===== config.mk =====
export PLATFORM = sky130hd
export DESIGN_NAME = elfc_scan
export DESIGN_NICKNAME = d
export VERILOG_FILES = /design/src/design/elfc_pkg.sv /design/src/design/elfc_scan.sv
export SDC_FILE = /design/constraint.sdc
export NUM_CORES = 2
export LEC_CHECK = 0
export ABC_CLOCK_PERIOD_IN_PS = 9600
export BUFFER_PORTS_ARGS = -buffer_cell sky130_fd_sc_hd__buf_2
export CORE_MARGIN = 1
export CORE_UTILIZATION = 35
export DETAILED_ROUTE_END_ITERATION = 16
export GPL_ROUTABILITY_DRIVEN = 0
export GPL_TIMING_DRIVEN = 0
export SLEW_MARGIN = 40
export SYNTH_ARGS = -nofsm -noshare
export SYNTH_HDL_FRONTEND = slang
export SYNTH_SLANG_ARGS = --single-unit

===== constraint.sdc =====
create_clock -name clk -period 9.6 [get_ports clk]
set_input_delay 0.96 -clock clk [delete_from_list [all_inputs] [get_ports clk]]
set_output_delay 0.96 -clock clk [all_outputs]
set_load 0.03 [all_outputs]

===== src/design/elfc_pkg.sv =====
// Package for the ELF32 image checker: verdict codes, header layout constants,
// the scan summary struct and the magic-byte lookup.
// No dependencies; imported by every module of the block.
package elfc_pkg;

  localparam int EHDR_SIZE = 52;
  localparam int PHDR_SIZE = 32;
  localparam int CNT_W     = 33;

  localparam logic [CNT_W-1:0] COUNT_MAX = {CNT_W{1'b1}};

  // Header byte positions that carry a check or a capture
  localparam logic [5:0] POS_CLASS     = 6'd4;
  localparam logic [5:0] POS_ORDER     = 6'd5;
  localparam logic [5:0] POS_TYPE_HI   = 6'd17;
  localparam logic [5:0] POS_MACH_HI   = 6'd19;
  localparam logic [5:0] POS_PHOFF_HI  = 6'd31;
  localparam logic [5:0] POS_PHENT_HI  = 6'd43;
  localparam logic [5:0] POS_PHNUM_HI  = 6'd45;
  localparam logic [5:0] POS_HDR_LAST  = 6'd51;

  localparam logic [7:0]  CLASS_32   = 8'd1;
  localparam logic [7:0]  ORDER_LSB  = 8'd1;
  localparam logic [15:0] TYPE_EXEC  = 16'd2;
  localparam logic [15:0] MACH_MIPS  = 16'd8;
  localparam logic [31:0] PT_LOAD    = 32'd1;

  // Byte positions inside one program-header entry
  localparam logic [15:0] ENT_TYPE_LO   = 16'd0;
  localparam logic [15:0] ENT_OFFSET_LO = 16'd4;
  localparam logic [15:0] ENT_OFFSET_HI = 16'd8;
  localparam logic [15:0] ENT_FSIZE_LO  = 16'd16;
  localparam logic [15:0] ENT_FSIZE_HI  = 16'd19;

  typedef enum logic [3:0] {
    FAIL_NONE        = 4'd0,
    FAIL_SHORT       = 4'd1,
    FAIL_MAGIC       = 4'd2,
    FAIL_CLASS       = 4'd3,
    FAIL_ORDER       = 4'd4,
    FAIL_TYPE        = 4'd5,
    FAIL_MACHINE     = 4'd6,
    FAIL_TABLE_SHAPE = 4'd7,
    FAIL_OVERLAP     = 4'd8,
    FAIL_TABLE_END   = 4'd9,
    FAIL_SEGMENT_END = 4'd10,
    FAIL_NO_LOAD     = 4'd11
  } fail_t;

  // State after the byte in flight, as the verdict needs it
  typedef struct packed {
    logic [CNT_W-1:0] count_next;
    fail_t            fail_next;
    logic [CNT_W-1:0] table_end;
    logic [CNT_W-1:0] max_end;
    logic             seg_hit;
    logic [CNT_W-1:0] seg_end;
    logic             load_next;
  } summary_t;

  function automatic logic [7:0] magic_byte(input logic [1:0] idx);
    logic [7:0] res;
    unique case (idx)
      2'd0:    res = 8'h7F;
      2'd1:    res = 8'h45;
      2'd2:    res = 8'h4C;
      default: res = 8'h46;
    endcase
    return res;
  endfunction

endpackage


===== src/design/elfc_scan.sv =====
// Byte scanner of the ELF32 image checker: header checks, table walk and
// segment tracking, one byte per step. Depends on elfc_pkg.
module elfc_scan (
  input  logic              clk,
  input  logic              rst,
  input  logic              step,
  input  logic [7:0]        data_byte,
  input  logic              last_byte,
  output elfc_pkg::summary_t summary
);
  import elfc_pkg::*;

  logic [CNT_W-1:0] count, count_next;
  fail_t            first_fail, first_fail_next;
  logic [31:0]      hfb, hfb_next;
  logic [31:0]      table_offset, table_offset_next;
  logic [15:0]      entry_size, entry_size_next;
  logic [15:0]      entry_count, entry_count_next;
  logic [15:0]      entries_seen, entries_seen_next;
  logic [CNT_W-1:0] next_start, next_start_next;
  logic [15:0]      ebi, ebi_next;
  logic [31:0]      fld_type, fld_type_next;
  logic [31:0]      fld_offset, fld_offset_next;
  logic [31:0]      fld_size, fld_size_next;
  logic [CNT_W-1:0] max_end, max_end_next;
  logic             load_seen, load_seen_next;
  logic [31:0]      product;
  logic [CNT_W-1:0] table_end;

  logic [31:0]      hfb_shift;
  logic [31:0]      lane;
  logic [5:0]       hdr_pos;
  logic             in_header;
  logic             tbl_active;
  fail_t            hdr_fail;
  logic             seg_hit;
  logic [CNT_W-1:0] seg_end;

  assign hdr_pos    = count[5:0];
  assign in_header  = count < CNT_W'(EHDR_SIZE);
  assign tbl_active = (first_fail == FAIL_NONE) && (entries_seen < entry_count) &&
                      (count >= next_start);
  assign hfb_shift  = {data_byte, hfb[31:8]};
  assign lane       = 32'(data_byte) << {ebi[1:0], 3'b000};

  always_comb begin
    count_next        = count;
    first_fail_next   = first_fail;
    hfb_next          = hfb;
    table_offset_next = table_offset;
    entry_size_next   = entry_size;
    entry_count_next  = entry_count;
    entries_seen_next = entries_seen;
    next_start_next   = next_start;
    ebi_next          = ebi;
    fld_type_next     = fld_type;
    fld_offset_next   = fld_offset;
    fld_size_next     = fld_size;
    max_end_next      = max_end;
    load_seen_next    = load_seen;
    hdr_fail          = FAIL_NONE;
    seg_hit           = 1'b0;
    seg_end           = {1'b0, fld_offset} + {1'b0, fld_size};

    if (step && (count != COUNT_MAX)) begin
      count_next = count + CNT_W'(1);
      if (in_header) begin
        hfb_next = hfb_shift;
        if (hdr_pos < POS_CLASS) begin
          if (data_byte != magic_byte(hdr_pos[1:0])) hdr_fail = FAIL_MAGIC;
        end else begin
          case (hdr_pos)
            POS_CLASS:    if (data_byte != CLASS_32) hdr_fail = FAIL_CLASS;
            POS_ORDER:    if (data_byte != ORDER_LSB) hdr_fail = FAIL_ORDER;
            POS_TYPE_HI:  if (hfb_shift[31:16] != TYPE_EXEC) hdr_fail = FAIL_TYPE;
            POS_MACH_HI:  if (hfb_shift[31:16] != MACH_MIPS) hdr_fail = FAIL_MACHINE;
            POS_PHOFF_HI: table_offset_next = hfb_shift;
            POS_PHENT_HI: entry_size_next = hfb_shift[31:16];
            POS_PHNUM_HI: entry_count_next = hfb_shift[31:16];
            POS_HDR_LAST: begin
              if (entry_count == 16'd0 || entry_size < 16'(PHDR_SIZE)) begin
                hdr_fail = FAIL_TABLE_SHAPE;
              end else if (table_offset < 32'(EHDR_SIZE)) begin
                hdr_fail = FAIL_OVERLAP;
              end
              next_start_next   = {1'b0, table_offset};
              entries_seen_next = 16'd0;
              ebi_next          = 16'd0;
            end
            default: ;
          endcase
        end
      end else if (tbl_active) begin
        if (ebi < ENT_OFFSET_LO) begin
          fld_type_next = (ebi == ENT_TYPE_LO) ? 32'(data_byte) : (fld_type | lane);
        end else if (ebi < ENT_OFFSET_HI) begin
          fld_offset_next = (ebi == ENT_OFFSET_LO) ? 32'(data_byte) : (fld_offset | lane);
        end else if (ebi >= ENT_FSIZE_LO && ebi <= ENT_FSIZE_HI) begin
          fld_size_next = (ebi == ENT_FSIZE_LO) ? 32'(data_byte) : (fld_size | lane);
        end
        seg_end = {1'b0, fld_offset} + {1'b0, fld_size_next};
        if (ebi == ENT_FSIZE_HI && fld_type == PT_LOAD) begin
          seg_hit        = 1'b1;
          load_seen_next = 1'b1;
          if (seg_end > max_end) max_end_next = seg_end;
        end
        // close the entry once its declared size has gone past
        if (({1'b0, ebi} + 17'd1) >= {1'b0, entry_size}) begin
          entries_seen_next = entries_seen + 16'd1;
          next_start_next   = next_start + {17'd0, entry_size};
          ebi_next          = 16'd0;
        end else begin
          ebi_next = ebi + 16'd1;
        end
      end
      if (first_fail == FAIL_NONE) first_fail_next = hdr_fail;
    end
  end

  // Table end is settled long before the header ends, so precompute it
  always_ff @(posedge clk) begin
    product   <= entry_size * entry_count;
    table_end <= {1'b0, table_offset} + {1'b0, product};
  end

  always_ff @(posedge clk) begin
    if (rst || (step && last_byte)) begin
      count        <= '0;
      first_fail   <= FAIL_NONE;
      hfb          <= '0;
      table_offset <= '0;
      entry_size   <= '0;
      entry_count  <= '0;
      entries_seen <= '0;
      next_start   <= '0;
      ebi          <= '0;
      fld_type     <= '0;
      fld_offset   <= '0;
      fld_size     <= '0;
      max_end      <= '0;
      load_seen    <= 1'b0;
    end else begin
      count        <= count_next;
      first_fail   <= first_fail_next;
      hfb          <= hfb_next;
      table_offset <= table_offset_next;
      entry_size   <= entry_size_next;
      entry_count  <= entry_count_next;
      entries_seen <= entries_seen_next;
      next_start   <= next_start_next;
      ebi          <= ebi_next;
      fld_type     <= fld_type_next;
      fld_offset   <= fld_offset_next;
      fld_size     <= fld_size_next;
      max_end      <= max_end_next;
      load_seen    <= load_seen_next;
    end
  end

  assign summary.count_next = count_next;
  assign summary.fail_next  = first_fail_next;
  assign summary.table_end  = table_end;
  assign summary.max_end    = max_end;
  assign summary.seg_hit    = seg_hit;
  assign summary.seg_end    = seg_end;
  assign summary.load_next  = load_seen_next;

endmodule


==> summary.txt <==
Final layout
  • Finished Layout Cells: slightly above 5,000
  • Layout cells sized above 1: under 10%
  • Layout area overhead: 12.2%
  • Fin nets: between 4,000 and 5,000
  • FILL cells: between 9,000 and 10,000

Setup path
  • CP required: 10.11 ns
  • Critical-path top delay cell: or4_1
  • Critical Path AT: about 9.6 ns
  • Most common cell on crit path: clkbuf_1
  • R2r setup slk: 0.47 ns
  • CP bufs+invs: 5
  • Critical Path Max Stage Delay: 0.58 ns
  • Startpoint types: register
  • Max Fanout on Critical Path: 10
  • Worst setup EP type: register
  • CP delay by family, top: simple AND/OR/NAND/NOR gates
  • Type of the worst setup path: reg2reg

Power
  • Switch share: between 20% and 30%
  • Worst vdd ir: 0.000135 V
  • Sequential share of power: a little under half
  • Pleak: about 0.016 µW
  • Pwr Density: 101 nW/µm²
  • Sw power: approximately 850 µW
  • Clock power frac: roughly half
  • Power Total: around 3500 µW
  • Cell Int Power: 2670 µW
  • Comb power frac: 2.8%

Placement
  • Dpl hpwl: between 70 and 80 mm
  • Number of I/O port buffers: roughly 140
  • Placed cell count: 5,105
  • Setup WS pre-CTS: about 0.68 ns

Logic synthesis
  • Syn_area_per_cell: just over 8 µm²
  • Ys Warns: 0
  • Yosys cell types: between 80 and 90
  • Synth top cells by count: nand2_1, nor2_1, dfxtp_1
  • Dominant register cell in the synthesized netlist: dfxtp_1
  • Sequential-to-total area share from yosys stat: roughly a quarter
  • Count leader, synth: nand2_1
  • Post-Syn Instances: approximately 3,800
  • Yosys reg bits: ~390
  • Synth Net Count: 4,328
  • Share of the synthesized area in the top cell type: about 25%
  • Post-synth EDFFs: 0
  • Post-synth ARST share: 0%
  • Mapped cell area: 31,100 µm²
  • Area contributors post-synth: dfxtp_1, ha_1, fa_1
  • Area leader, netlist: dfxtp_1

Clock tree
  • Number of gates resized after CTS: 0
  • Clk Latency, worst-skew pair: roughly 0.6 ns
  • # hold bufs at CTS: 0
  • Reg clk slew, reported paths: 0.06 ns
  • CTS H-tree depth: 2
  • Clock Sinks: 385
  • CTS Buf Count: 46
  • CTS tree: yes
  • Clock Path Buffers: 3
  • Postcts setup bufs: 0
  • CTS Root Cell: clkbuf_16

Floorplanning
  • Core Box Area: around 88,000 µm²
  • Die Wd: 300 µm
  • Num ports: 150
  • Die Height: ~300 µm
  • Total die area: approximately 90,000 µm²
  • Row cnt: 109
  • Initial Util: 35.3%

Global route
  • First-pass GRT wire length: roughly 160 mm
  • Largest net degree at the start of global routing: 15
  • Global-route usage over all layers: 22.2%
  • GR Overflow Total: 0
  • Initial antenna violation count: 4
  • Busiest grt layer: met2
  • Vias in the first global route: 26,800
  • Routing usage on met2: 35.1%
  • GR Util met3: approximately 2.7%
  • Grt met1 use: between 30% and 40%

STA
  • Final setup fails: 0
  • Final hold vios: 0
  • FMAX: ~110 MHz
  • Final WS setup: about 0.47 ns
  • Post-layout min period: approximately 9.1 ns
  • Rel. slew slack: roughly two fifths
  • Final Max Slew Viols: 0
  • Hold slack: 0.453 ns
  • Unrepaired setup endpoints after global routing: no
  • Slew @ Worst Pin: 0.919 ns
  • Final Skew: about 0.021 ns
  • Period utilization: a little over nine tenths
  • Setup TNS: 0 ns

Hold path
  • Hold WC Path Type: reg2reg

Drt
  • DRC Markers: 0
  • Drt pass-1 iters: 5
  • Post-route ant nets: 0
  • Routed wire length: 101 mm
  • Vias/cell: ~5.4
  • Via count: around 28,000
  • Initial drt markers: ~2,300
  • Wire per inst: between 15 and 20 µm

Outcome
  • Outcome: completed

Job
  • MaxCap Viol Count: 0
==> through the flow <==
step | util [%] | cell area (µm²)
after floorplan | - | 31100
after global placement | 37.8 | 33300
final | 39.6 | 34900
after global routing | 39.6 | 34900
after CTS | 39.5 | 34900
after detailed placement | 37.8 | 33300
==> flip-flops by register name, summed over array words and instances (netlist names) <==
register and flops:
count 33, max_end 33, next_start 33, table_end 33
fld_offset 32, fld_size 32, fld_type 32, product 32
table_offset 32, hfb 24, ebi 16, entries_seen 16
entry_count 16, entry_size 16, first_fail 4, load_seen 1
==> metal layers <==
layer | wire [µm] | share of wire [%] | vias to the layer above
met5 | 13 | 0.013 | -
met2 | 45200 | 45 | 892
met4 | 3430 | 3.4 | 2
met1 | 46500 | 46 | 13600
li1 | - | - | 13300
met3 | 6180 | 6.1 | 169
==> worst min-delay path, cell delays in order, from the launching register on <==
cell	delay, ns
dfxtp_1	0.31
nand2_1	0.05
a21oi_1	0.05
==> final timing paths <==
path / from / endpoint / cells after the start
hold reg to reg: hfb[10]$_SDFFE_PP0P_ / hfb[10]$_SDFFE_PP0P_ / 2
hold / removal: hfb[10]$_SDFFE_PP0P_ / hfb[10]$_SDFFE_PP0P_ / 2
setup reg to reg: ebi[10]$_SDFFE_PP0P_ / max_end[15]$_SDFFE_PP0P_ / 29
setup / recovery: ebi[10]$_SDFFE_PP0P_ / max_end[15]$_SDFFE_PP0P_ / 29
==> kinds of logic (layout without fill, tap and decap cells) <==
| family | count (synthesis) | in the layout | share of synthesized area, % |
|---|---|---|---|
| xor+xnor | 176 | 176 | 4.95 |
| buf+inv | 549 | 779 | 6.74 |
| compound gates | 810 | 810 | 16.8 |
| simple gates | 1299 | 1299 | 19.2 |
| flops | 385 | 385 | 24.8 |
| fa+ha+maj | 520 | 520 | 25.7 |
| other cells | 0 | 2 | 0 |
| mux | 57 | 57 | 1.88 |
==> placed cells by master (no fill, tap or decap), types with 23 or more instances in the layout <==
master / synthesis / routed
nor2_1: 395 / 395
a21o_1: 85 / 85
xnor2_1: 109 / 109
nor2b_1: 27 / 27
clkbuf_16: 0 / 46
inv_1: 358 / 358
and2_1: 67 / 67
nand2b_1: 23 / 23
o21ai_0: 109 / 109
a31oi_1: 65 / 65
nand3_1: 46 / 46
a21oi_1: 279 / 277
clkbuf_1: 149 / 152
buf_2: 19 / 164
fa_1: 198 / 198
ha_1: 322 / 322
xor2_1: 67 / 67
and3_1: 58 / 58
dfxtp_1: 385 / 385
a211oi_1: 41 / 41
o21a_1: 66 / 66
mux2i_1: 46 / 46
nor4_1: 42 / 41
nor3_1: 64 / 64
nand2_1: 463 / 463
nand4_1: 41 / 41
==> cell type report <==
cell class	count	area [µm²]	share of cell area [%]
flip-flops and latches	385	7710	22.1
repair buffers	145	734	2.10
clock buffers	65	1320	3.79
multi-input cells	2862	21400	61.2
clock inverters	20	226	0.648
plain buffers	185	739	2.12
inverters	364	1370	3.91
well taps	1165	1460	4.17
diodes	2	5.00	0.0143
==> power groups by stage <==
| stage | clock network, µW | logic (µW) | registers (µW) |
|---|---|---|---|
| after CTS | 1840 | 97.4 | 1610 |
| final | 1820 | 100 | 1610 |
| after detailed placement | 0 | 97.1 | 1640 |
| after floorplan | 0 | 52.1 | 1640 |
| after global placement | 0 | 96.5 | 1640 |
| after global routing | 1900 | 104 | 1610 |
Power figures use the tool's default switching activity.
